File: config.mk
export PLATFORM = sky130hd
export DESIGN_NAME = array_list_insert_remove
export DESIGN_NICKNAME = d
export VERILOG_FILES = /design/src/design/alist_pkg.sv /design/src/design/alist_dpath.sv /design/src/design/alist_ctrl.sv /design/src/design/array_list_insert_remove.sv
export VERILOG_INCLUDE_DIRS = /design/src /design/src/design
export SDC_FILE = /design/constraint.sdc
export NUM_CORES = 2
export LEC_CHECK = 0
export ABC_AREA = 1
export BUFFER_PORTS_ARGS = -buffer_cell sky130_fd_sc_hd__buf_4
export CORE_UTILIZATION = 45
export CTS_CLUSTER_SIZE = 28
export DETAILED_ROUTE_END_ITERATION = 7
export GPL_ROUTABILITY_DRIVEN = 0
export GPL_TIMING_DRIVEN = 0
export SLEW_MARGIN = 20
export SYNTH_ARGS = -nofsm -noshare
export SYNTH_HDL_FRONTEND = slang
export SYNTH_SLANG_ARGS = --single-unit
File: constraint.sdc
create_clock -name clk -period 6.35 [get_ports clk]
set_clock_uncertainty 0.15 [all_clocks]
set_input_delay 0.3175 -clock clk [delete_from_list [all_inputs] [get_ports clk]]
set_output_delay 0.3175 -clock clk [all_outputs]
set_load 0.02 [all_outputs]
File: src/design/assert_macros.svh
// ---------------------------------------------------------------------------
// assert_macros.svh
// Concurrent assertion wrappers used by the list datapath RTL.
// Define NO_ASSERTIONS to compile the checks out.
// ---------------------------------------------------------------------------
`ifndef ASSERT_MACROS_SVH
`define ASSERT_MACROS_SVH

`ifndef NO_ASSERTIONS
// check masked while reset is active
`define ALIST_ASSERT(lbl, clk_s, rstn_s, prop, msg) \
	lbl: assert property (@(posedge clk_s) disable iff (!rstn_s) prop) else $error(msg);
// check that also holds through reset
`define ALIST_ASSERT_ALWAYS(lbl, clk_s, prop, msg) \
	lbl: assert property (@(posedge clk_s) prop) else $error(msg);
`else
`define ALIST_ASSERT(lbl, clk_s, rstn_s, prop, msg)
`define ALIST_ASSERT_ALWAYS(lbl, clk_s, prop, msg)
`endif

`endif

File: src/design/alist_pkg.sv
// ---------------------------------------------------------------------------
// alist_pkg
// Constants, command codes and controller/datapath interface types for the
// sequential array list.
// ---------------------------------------------------------------------------
`default_nettype none

package alist_pkg;

	localparam int DEPTH  = 64;
	localparam int ITEM_W = 32;
	localparam int CMD_W  = 3;
	localparam int ADDR_W = $clog2(DEPTH);
	localparam int CNT_W  = $clog2(DEPTH + 1);

	localparam logic [CNT_W-1:0] FULL_CNT = CNT_W'(DEPTH);

	localparam logic [CMD_W-1:0] CMD_INS_TAIL = 3'd0;
	localparam logic [CMD_W-1:0] CMD_INS_HEAD = 3'd1;
	localparam logic [CMD_W-1:0] CMD_INS_POS  = 3'd2;
	localparam logic [CMD_W-1:0] CMD_RM_TAIL  = 3'd3;
	localparam logic [CMD_W-1:0] CMD_RM_HEAD  = 3'd4;

	// memory read address source
	typedef enum logic [1:0] {
		RD_HEAD   = 2'd0,
		RD_TAIL   = 2'd1,
		RD_IDX    = 2'd2,
		RD_IDX_M1 = 2'd3
	} alist_rd_t;

	// memory write address source
	typedef enum logic {
		WA_IDX    = 1'b0,
		WA_IDX_M1 = 1'b1
	} alist_wa_t;

	// index counter operation
	typedef enum logic [2:0] {
		IDX_HOLD = 3'd0,
		IDX_CNT  = 3'd1,
		IDX_ONE  = 3'd2,
		IDX_DEC  = 3'd3,
		IDX_INC  = 3'd4
	} alist_idx_t;

	typedef struct packed {
		logic       load;
		logic       rd_en;
		alist_rd_t  rd_sel;
		logic       wr_en;
		alist_wa_t  wr_sel;
		logic       wr_item;
		alist_idx_t idx_op;
		logic       cap_removed;
		logic       cnt_inc;
		logic       cnt_dec;
		logic       set_ok;
		logic       res_load;
	} alist_ctl_t;

	typedef struct packed {
		logic legal;
		logic is_insert;
		logic is_rm_tail;
		logic is_rm_head;
		logic at_target;
		logic at_count;
		logic out_free;
	} alist_sts_t;

endpackage

`default_nettype wire

File: src/design/alist_dpath.sv
// ---------------------------------------------------------------------------
// alist_dpath
// List storage, entry counter, shift index and result register.
// ---------------------------------------------------------------------------
`default_nettype none
`include "assert_macros.svh"

module alist_dpath import alist_pkg::*; (
	input  logic              clk,
	input  logic              arst_n,
	input  logic [CMD_W-1:0]  command,
	input  logic [ITEM_W-1:0] item_value,
	input  logic [CNT_W-1:0]  position,
	input  logic              rsp_stall,
	output logic              rsp_valid,
	output logic              ok,
	output logic [ITEM_W-1:0] removed_value,
	output logic [CNT_W-1:0]  count,
	output logic              is_empty,
	output logic              is_full,
	input  alist_ctl_t        ctl,
	output alist_sts_t        sts
);

	logic [ITEM_W-1:0] mem_q [DEPTH];
	logic [ITEM_W-1:0] rdata_q;

	logic [CMD_W-1:0]  cmd_q;
	logic [ITEM_W-1:0] item_q;
	logic [CNT_W-1:0]  pos_q;
	logic [CNT_W-1:0]  cnt_q;
	logic [CNT_W-1:0]  idx_q;
	logic [ITEM_W-1:0] removed_q;
	logic              ok_q;

	logic              rsp_valid_q;
	logic              rsp_ok_q;
	logic [ITEM_W-1:0] rsp_removed_q;
	logic [CNT_W-1:0]  rsp_count_q;
	logic              rsp_empty_q;
	logic              rsp_full_q;

	logic [CNT_W-1:0]  idx_m1;
	logic [CNT_W-1:0]  cnt_m1;
	logic [CNT_W-1:0]  target;
	logic [ADDR_W-1:0] rd_addr;
	logic [ADDR_W-1:0] wr_addr;
	logic [ITEM_W-1:0] wr_data;
	logic              legal;

	assign idx_m1 = idx_q - CNT_W'(1);
	assign cnt_m1 = cnt_q - CNT_W'(1);

	always_comb begin
		case (ctl.rd_sel)
			RD_HEAD:   rd_addr = '0;
			RD_TAIL:   rd_addr = cnt_m1[ADDR_W-1:0];
			RD_IDX:    rd_addr = idx_q[ADDR_W-1:0];
			RD_IDX_M1: rd_addr = idx_m1[ADDR_W-1:0];
			default:   rd_addr = '0;
		endcase
	end

	assign wr_addr = (ctl.wr_sel == WA_IDX_M1) ? idx_m1[ADDR_W-1:0] : idx_q[ADDR_W-1:0];
	assign wr_data = ctl.wr_item ? item_q : rdata_q;

	always_ff @(posedge clk) begin
		if (ctl.wr_en) begin
			mem_q[wr_addr] <= wr_data;
		end
		if (ctl.rd_en) begin
			rdata_q <= mem_q[rd_addr];
		end
	end

	// insert slot: tail is the current count, head is slot zero
	always_comb begin
		case (cmd_q)
			CMD_INS_TAIL: target = cnt_q;
			CMD_INS_HEAD: target = '0;
			default:      target = pos_q;
		endcase
	end

	always_comb begin
		case (cmd_q)
			CMD_INS_TAIL, CMD_INS_HEAD: legal = (cnt_q != FULL_CNT);
			CMD_INS_POS:                legal = (cnt_q != FULL_CNT) && (pos_q <= cnt_q);
			CMD_RM_TAIL, CMD_RM_HEAD:   legal = (cnt_q != '0);
			default:                    legal = 1'b0;
		endcase
	end

	always_comb begin
		sts.legal      = legal;
		sts.is_insert  = cmd_q inside {CMD_INS_TAIL, CMD_INS_HEAD, CMD_INS_POS};
		sts.is_rm_tail = (cmd_q == CMD_RM_TAIL);
		sts.is_rm_head = (cmd_q == CMD_RM_HEAD);
		sts.at_target  = (idx_q == target);
		sts.at_count   = (idx_q == cnt_q);
		sts.out_free   = !rsp_valid_q || !rsp_stall;
	end

	always_ff @(posedge clk) begin
		if (ctl.load) begin
			cmd_q  <= command;
			item_q <= item_value;
			pos_q  <= position;
		end
		if (ctl.load) begin
			removed_q <= '0;
		end else if (ctl.cap_removed) begin
			removed_q <= rdata_q;
		end
		if (ctl.res_load) begin
			rsp_ok_q      <= ok_q;
			rsp_removed_q <= removed_q;
			rsp_count_q   <= cnt_q;
			rsp_empty_q   <= (cnt_q == '0);
			rsp_full_q    <= (cnt_q == FULL_CNT);
		end
	end

	always_ff @(posedge clk or negedge arst_n) begin
		if (!arst_n) begin
			cnt_q       <= '0;
			idx_q       <= '0;
			ok_q        <= 1'b0;
			rsp_valid_q <= 1'b0;
		end else begin
			if (ctl.cnt_inc) begin
				cnt_q <= cnt_q + CNT_W'(1);
			end else if (ctl.cnt_dec) begin
				cnt_q <= cnt_m1;
			end

			case (ctl.idx_op)
				IDX_HOLD: idx_q <= idx_q;
				IDX_CNT:  idx_q <= cnt_q;
				IDX_ONE:  idx_q <= CNT_W'(1);
				IDX_DEC:  idx_q <= idx_m1;
				IDX_INC:  idx_q <= idx_q + CNT_W'(1);
				default:  idx_q <= idx_q;
			endcase

			if (ctl.load) begin
				ok_q <= 1'b0;
			end else if (ctl.set_ok) begin
				ok_q <= 1'b1;
			end

			// res_load is only issued when the register is free
			if (ctl.res_load) begin
				rsp_valid_q <= 1'b1;
			end else if (!rsp_stall) begin
				rsp_valid_q <= 1'b0;
			end
		end
	end

	assign rsp_valid     = rsp_valid_q;
	assign ok            = rsp_ok_q;
	assign removed_value = rsp_removed_q;
	assign count         = rsp_count_q;
	assign is_empty      = rsp_empty_q;
	assign is_full       = rsp_full_q;

	`ALIST_ASSERT(a_cnt_bound, clk, arst_n, cnt_q <= FULL_CNT, "entry count beyond depth")
	`ALIST_ASSERT(a_cnt_step, clk, arst_n, (cnt_q != $past(cnt_q)) |-> ((cnt_q == $past(cnt_q) + 1) || (cnt_q + 1 == $past(cnt_q))), "entry count moved by more than one")
	`ALIST_ASSERT(a_cnt_excl, clk, arst_n, !(ctl.cnt_inc && ctl.cnt_dec), "count increment and decrement together")
	`ALIST_ASSERT(a_wr_range, clk, arst_n, ctl.wr_en |-> (idx_q <= cnt_q), "write beyond list end")

endmodule

`default_nettype wire

File: src/design/alist_ctrl.sv
// ---------------------------------------------------------------------------
// alist_ctrl
// Sequencer for the list: checks the command, walks the entry moves one
// at a time and hands the result to the output register.
// ---------------------------------------------------------------------------
`default_nettype none

module alist_ctrl import alist_pkg::*; (
	input  logic       clk,
	input  logic       arst_n,
	input  logic       req_valid,
	output logic       req_stall,
	input  alist_sts_t sts,
	output alist_ctl_t ctl
);

	typedef enum logic [9:0] {
		ST_IDLE     = 10'b00_0000_0001,
		ST_CHECK    = 10'b00_0000_0010,
		ST_INS_TEST = 10'b00_0000_0100,
		ST_INS_MOVE = 10'b00_0000_1000,
		ST_INS_PUT  = 10'b00_0001_0000,
		ST_RT_CAP   = 10'b00_0010_0000,
		ST_RH_CAP   = 10'b00_0100_0000,
		ST_RH_TEST  = 10'b00_1000_0000,
		ST_RH_MOVE  = 10'b01_0000_0000,
		ST_RESULT   = 10'b10_0000_0000
	} alist_state_t;

	alist_state_t state_q, state_d;

	always_ff @(posedge clk or negedge arst_n) begin
		if (!arst_n) begin
			state_q <= ST_IDLE;
		end else begin
			state_q <= state_d;
		end
	end

	assign req_stall = (state_q != ST_IDLE);

	always_comb begin
		state_d = state_q;
		ctl     = '0;
		case (state_q)
			ST_IDLE: begin
				if (req_valid) begin
					ctl.load = 1'b1;
					state_d  = ST_CHECK;
				end
			end
			ST_CHECK: begin
				if (!sts.legal) begin
					state_d = ST_RESULT;
				end else if (sts.is_insert) begin
					ctl.idx_op = IDX_CNT;
					state_d    = ST_INS_TEST;
				end else if (sts.is_rm_tail) begin
					ctl.rd_en  = 1'b1;
					ctl.rd_sel = RD_TAIL;
					state_d    = ST_RT_CAP;
				end else if (sts.is_rm_head) begin
					ctl.rd_en  = 1'b1;
					ctl.rd_sel = RD_HEAD;
					state_d    = ST_RH_CAP;
				end else begin
					state_d = ST_RESULT;
				end
			end
			// shift up from the tail down to the insert slot
			ST_INS_TEST: begin
				if (sts.at_target) begin
					state_d = ST_INS_PUT;
				end else begin
					ctl.rd_en  = 1'b1;
					ctl.rd_sel = RD_IDX_M1;
					state_d    = ST_INS_MOVE;
				end
			end
			ST_INS_MOVE: begin
				ctl.wr_en  = 1'b1;
				ctl.wr_sel = WA_IDX;
				ctl.idx_op = IDX_DEC;
				state_d    = ST_INS_TEST;
			end
			ST_INS_PUT: begin
				ctl.wr_en   = 1'b1;
				ctl.wr_sel  = WA_IDX;
				ctl.wr_item = 1'b1;
				ctl.cnt_inc = 1'b1;
				ctl.set_ok  = 1'b1;
				state_d     = ST_RESULT;
			end
			ST_RT_CAP: begin
				ctl.cap_removed = 1'b1;
				ctl.cnt_dec     = 1'b1;
				ctl.set_ok      = 1'b1;
				state_d         = ST_RESULT;
			end
			ST_RH_CAP: begin
				ctl.cap_removed = 1'b1;
				ctl.idx_op      = IDX_ONE;
				state_d         = ST_RH_TEST;
			end
			// shift down from slot one up to the tail
			ST_RH_TEST: begin
				if (sts.at_count) begin
					ctl.cnt_dec = 1'b1;
					ctl.set_ok  = 1'b1;
					state_d     = ST_RESULT;
				end else begin
					ctl.rd_en  = 1'b1;
					ctl.rd_sel = RD_IDX;
					state_d    = ST_RH_MOVE;
				end
			end
			ST_RH_MOVE: begin
				ctl.wr_en  = 1'b1;
				ctl.wr_sel = WA_IDX_M1;
				ctl.idx_op = IDX_INC;
				state_d    = ST_RH_TEST;
			end
			ST_RESULT: begin
				if (sts.out_free) begin
					ctl.res_load = 1'b1;
					state_d      = ST_IDLE;
				end
			end
			default: begin
				state_d = ST_IDLE;
			end
		endcase
	end

endmodule

`default_nettype wire

File: src/design/array_list_insert_remove.sv
// ---------------------------------------------------------------------------
// array_list_insert_remove
// Bounded list of DEPTH words with insert and remove commands.
// ---------------------------------------------------------------------------
// Request channel (req_valid/req_stall): command, item_value, position.
// Commands: insert at tail, insert at head, insert at position, remove from
// tail, remove from head. Each request gives exactly one response
// (rsp_valid/rsp_stall) carrying ok, removed_value and the count, empty and
// full state after the command. Refused commands leave the list unchanged.
// Entries live in a single-port style memory (one read, one write a cycle,
// registered read), so each moved entry takes a read state and a write state.
// An insert checks the command, moves each entry from the tail down to its
// slot up by one and writes the item; remove from head captures slot zero
// and moves each later entry down by one; remove from tail captures the
// tail entry. A refused command goes straight to the response.
// The response is registered; it appears in the same cycle that the next request
// can be taken. One transaction is in the list at a time; req_stall is high
// while it is worked on.
// A stalled response holds; the list finishes its work and then waits with
// the next result until the response register is free.
// Reset clears the count and both handshakes; no clearing pass is needed.
// ---------------------------------------------------------------------------
`default_nettype none

module array_list_insert_remove import alist_pkg::*; (
	input  logic              clk,
	input  logic              arst_n,
	input  logic              req_valid,
	output logic              req_stall,
	input  logic [CMD_W-1:0]  command,
	input  logic [ITEM_W-1:0] item_value,
	input  logic [CNT_W-1:0]  position,
	output logic              rsp_valid,
	input  logic              rsp_stall,
	output logic              ok,
	output logic [ITEM_W-1:0] removed_value,
	output logic [CNT_W-1:0]  count,
	output logic              is_empty,
	output logic              is_full
);

	alist_ctl_t ctl;
	alist_sts_t sts;

	alist_ctrl u_ctrl (
		.clk       (clk),
		.arst_n    (arst_n),
		.req_valid (req_valid),
		.req_stall (req_stall),
		.sts       (sts),
		.ctl       (ctl)
	);

	alist_dpath u_dpath (
		.clk           (clk),
		.arst_n        (arst_n),
		.command       (command),
		.item_value    (item_value),
		.position      (position),
		.rsp_stall     (rsp_stall),
		.rsp_valid     (rsp_valid),
		.ok            (ok),
		.removed_value (removed_value),
		.count         (count),
		.is_empty      (is_empty),
		.is_full       (is_full),
		.ctl           (ctl),
		.sts           (sts)
	);

endmodule

`default_nettype wire
==> impl_metrics.yaml <==
synthesis:
  syn-num-nets: 8466
  synth_mux_area_share_pct: 0.01047
  synthSimpleGateAreaFrac_pct: 22.44
  synthXorXnorAreaFrac_pct: 0.1741
  synthAdderAreaFrac_pct: 0.1570
  ys_seq_area_share_pct: 69.32
  ys_types: 57
  ys_warn_count: 0
  syn_inst: 8408
  synth_area_mm2: 0.09561
  synth-edff-count: 2164
  synthFlopType: "edfxtp_1"
  ys_seq_elements: 2222
  syn_area_per_cell_um2: 11.37
  ys_async_sr_fraction_pct: 1.170
  synth_compound_gate_area_share_pct: 1.848
  synth_top_family_by_area: "simple AND/OR/NAND/NOR gates"
worst_setup_path:
  critPathKind: "register to register"
  slowest_stage: "buf_2"
  required_ns: 6.79
  crit_family: "simple AND/OR/NAND/NOR gates"
  arrival_ns: 6.67
  cp_slowest_stage_delay_ns: 0.85
  critPathCaptureType: "register"
  cp_cell_sequence: "buf_2 > inv_1 > ha_1 > a21oi_1 > o21ai_0 > nand2_1 > nand2_1 > nand2_1 > nand2_1 > nand2_1 > nand3_1 > nand2_1 > inv_2 > nand2_4 > buf_4 > buf_2 > buf_2 > nand2_1 > nand3_1 > nand3_1 > nand3_1 > nand3_1 > nand3_1 > nand2_1"
  crit_buf_inv: 6
  path_max_fanout: 10
  crit_path_start_kind: "register"
  crit_top_cell: "nand2_1"
power:
  powerDensity_mw_per_mm2: 284.3
  p_seq_share_pct: 50.7
  pwr-share-clk_pct: 40.7
  switching_share_pct: 24.99
  combPwrFrac_pct: 8.6
  irDropWorstVdd_v: 0.0002846
  power.switching_mw: 8.010
  intPower_mw: 24.05
  leakagePower_nw: 41.98
route:
  drc_errors: 1
  vias_per_cell: 5.824
  drt_iter0_drc: 10270
  dr.pass1.iters: 8
  wirelength_mm: 338.1
  wl_per_cell_um: 28.17
  num_vias: 69890
  ant_nets: 0
timing:
  rsz0062_at_grt: "false"
  fin_crit_sh_pct: 98.16
  tns_ns: 0
  setup_viol: 0
  slew_viol_final: 0
  slew_headroom_pct: 13.84
  fin_ws_ns: 0.1171
  worstMarginPinSlew_ns: 1.279
  fin_crit_ns: 6.233
  hold_violations: 0
  max_freq_ghz: 0.1604
placed_design:
  portBuffers: 89
  dp_slack_ns: 0.7459
  dp_hpwl_mm: 243.4
floorplanning:
  die_w_um: 462.9
  initial_utilization_pct: 45.44
  rows: 168
  dieArea_mm2: 0.2143
  io_pins: 90
  fp.dieH_um: 462.9
  core-area_mm2: 0.2104
clocking:
  cts-resized-gates: 0
  clk_path_buf_depth: 3
  path_clk_slew_ns: 0.06
  cts_tree: "done"
  clkLatencyLatePin_ns: 0.90
  htreeDepth: 4
  hold_buffers: 91
  cts_buffers: 226
  cts_setup_buffers: 0
  cts_sinks: 2222
  cts_root_buf: "clkbuf_16"
global_routing:
  grt_pass1_wl_mm: 472.0
  grt_antenna_before_repair: 25
  track_usage_pct: 30.90
  grt_pass1_vias: 65220
  grt_overflow: 0
  grt_max_degree: 52
cells_and_area:
  final_layout_size_suffix_gt1_share_pct: 12.74
  final_util_pct: 53.60
  area_growth_pct: 17.96
  nets: 9041
  fillerInstances: 17780
job:
  max_cap_viol_count: 0
hold_path:
  min_path_type: "input port to register"
status:
  status: "complete, but fails checks"
  violations: "DRC"
worst reg2reg max path, cell delays in order (launching register included):
cell and delay (ns):
dfrtp_1 0.35, buf_2 0.22, inv_1 0.16, ha_1 0.36, a21oi_1 0.14, o21ai_0 0.09, nand2_1 0.06, nand2_1 0.04
nand2_1 0.07, nand2_1 0.11, nand2_1 0.15, nand3_1 0.14, nand2_1 0.10, inv_2 0.11, nand2_4 0.19, buf_4 0.42
buf_2 0.88, buf_2 0.39, nand2_1 0.08, nand3_1 0.09, nand3_1 0.18, nand3_1 0.15, nand3_1 0.40, nand3_1 0.58
nand2_1 0.29
placed cells by master (no fill, tap or decap), types with 33 or more instances in the layout:
cell	instances
inv_1	803
buf_2	398
nand3b_1	303
nand3_1	1380
buf_12	77
clkbuf_1	162
clkinv_1	59
nand2_1	2008
edfxtp_1	2164
o211ai_1	143
dlygate4sd3_1	90
buf_4	118
nor2_1	132
or2_2	33
or2_1	178
clkinv_2	38
buf_16	89
nand4_1	368
nor2_4	65
clkbuf_16	229
worst paths after layout:
check,start,end,slack [ns],cells past startpoint
worst max-delay path,u_dpath.cnt_q[2]$_DFFE_PN0P_,u_dpath.rdata_q[14]$_DFFE_PP_,0.12,24
worst min-delay path,req_valid,u_ctrl.state_q[1]$_DFFE_PN0P_,0.09,4
worst max register to register,u_dpath.cnt_q[2]$_DFFE_PN0P_,u_dpath.rdata_q[14]$_DFFE_PP_,0.12,24
worst min register to register,u_dpath.removed_q[15]$_SDFFE_PP0P_,u_dpath.removed_value[15]$_DFFE_PP_,0.29,0
max in group asynchronous,arst_n,u_ctrl.state_q[0]$_DFFE_PN1P_,5.53,4
min in group asynchronous,arst_n,u_ctrl.state_q[7]$_DFFE_PN0P_,0.29,4
synth_stat cells (33+ instances only):
cell type	instances	area [um2]
buf_2	398	1992
clkbuf_1	116	435.4
edfxtp_1	2164	64980
inv_1	803	3014
nand2_1	2008	7537
nand3_1	1380	6907
nand3b_1	303	2275
nand4_1	368	2302
nor2_1	196	735.7
o211ai_1	143	1074
o21ai_0	48	240.2
or2_1	178	1114
or2_2	33	206.5
power by group through the flow:
stage                     combinational [mW]  clock (mW)  sequential (mW)
after global routing                    2.87        13.6             16.3
after CTS                               2.65        13.1             16.2
final                                   2.74        13.1             16.3
after floorplan                         1.40           0             16.5
after global placement                  2.38           0             16.6
after detailed placement                2.58           0             16.6
logic make-up after synthesis:
group                      after synthesis
buffers and inverters                 1378
muxes                                    1
adders and majority gates               12
and+or+nand+nor                       4522
DFF                                   2222
xor gates and xnor gates                19
AOI/OAI and AO/OA                      254
area by class of cell:
class / instances / area (um2) / area share [%]
clock buffer: 284 / 5997 / 5.317
clock inverter: 137 / 1169 / 1.036
antenna: 19 / 47.55 / 0.04216
inverter: 818 / 3072 / 2.724
tap: 2805 / 3510 / 3.112
multi-input combinational: 4808 / 24400 / 21.64
buffer: 560 / 2723 / 2.414
timing repair buffer: 347 / 5587 / 4.954
sequential: 2222 / 66270 / 58.76
registers in the layout, indices dropped and copies added, names as in the netlist, 3 cells and up:
name                   flops
u_dpath.cmd_q              3
u_dpath.pos_q              7
u_dpath.rdata_q           32
u_dpath.cnt_q              7
u_dpath.removed_q         32
u_dpath.mem_q           2048
u_ctrl.state_q            10
u_dpath.idx_q              7
u_dpath.item_q            32
u_dpath.removed_value     32
u_dpath.count              7
metal layers:
| layer | global-route usage (%) | vias to the layer above | wire, um |
|---|---|---|---|
| met5 | 1.515 | - | 570 |
| met4 | 16.07 | 22 | 19610 |
| met3 | 9.037 | 868 | 42320 |
| met2 | 46.03 | 4384 | 147100 |
| met1 | 40.83 | 34090 | 128500 |
| li1 | - | 30530 | - |
metrics by stage:
stage	power [mW]	hold WS, ns	instance area, um2	instances
6_report	32.06	0.08866	112800	12000
5_1_grt	32.76	0.1184	112700	11990
4_1_cts	32.00	0.01893	112700	11980
3_5_place_dp	19.14	0.1154	104600	11470
3_3_place_gp	19.01	0.1107	99790	11300
2_1_floorplan	17.95	-0.1281	95610	8408
(Power assumes the default switching activity.)
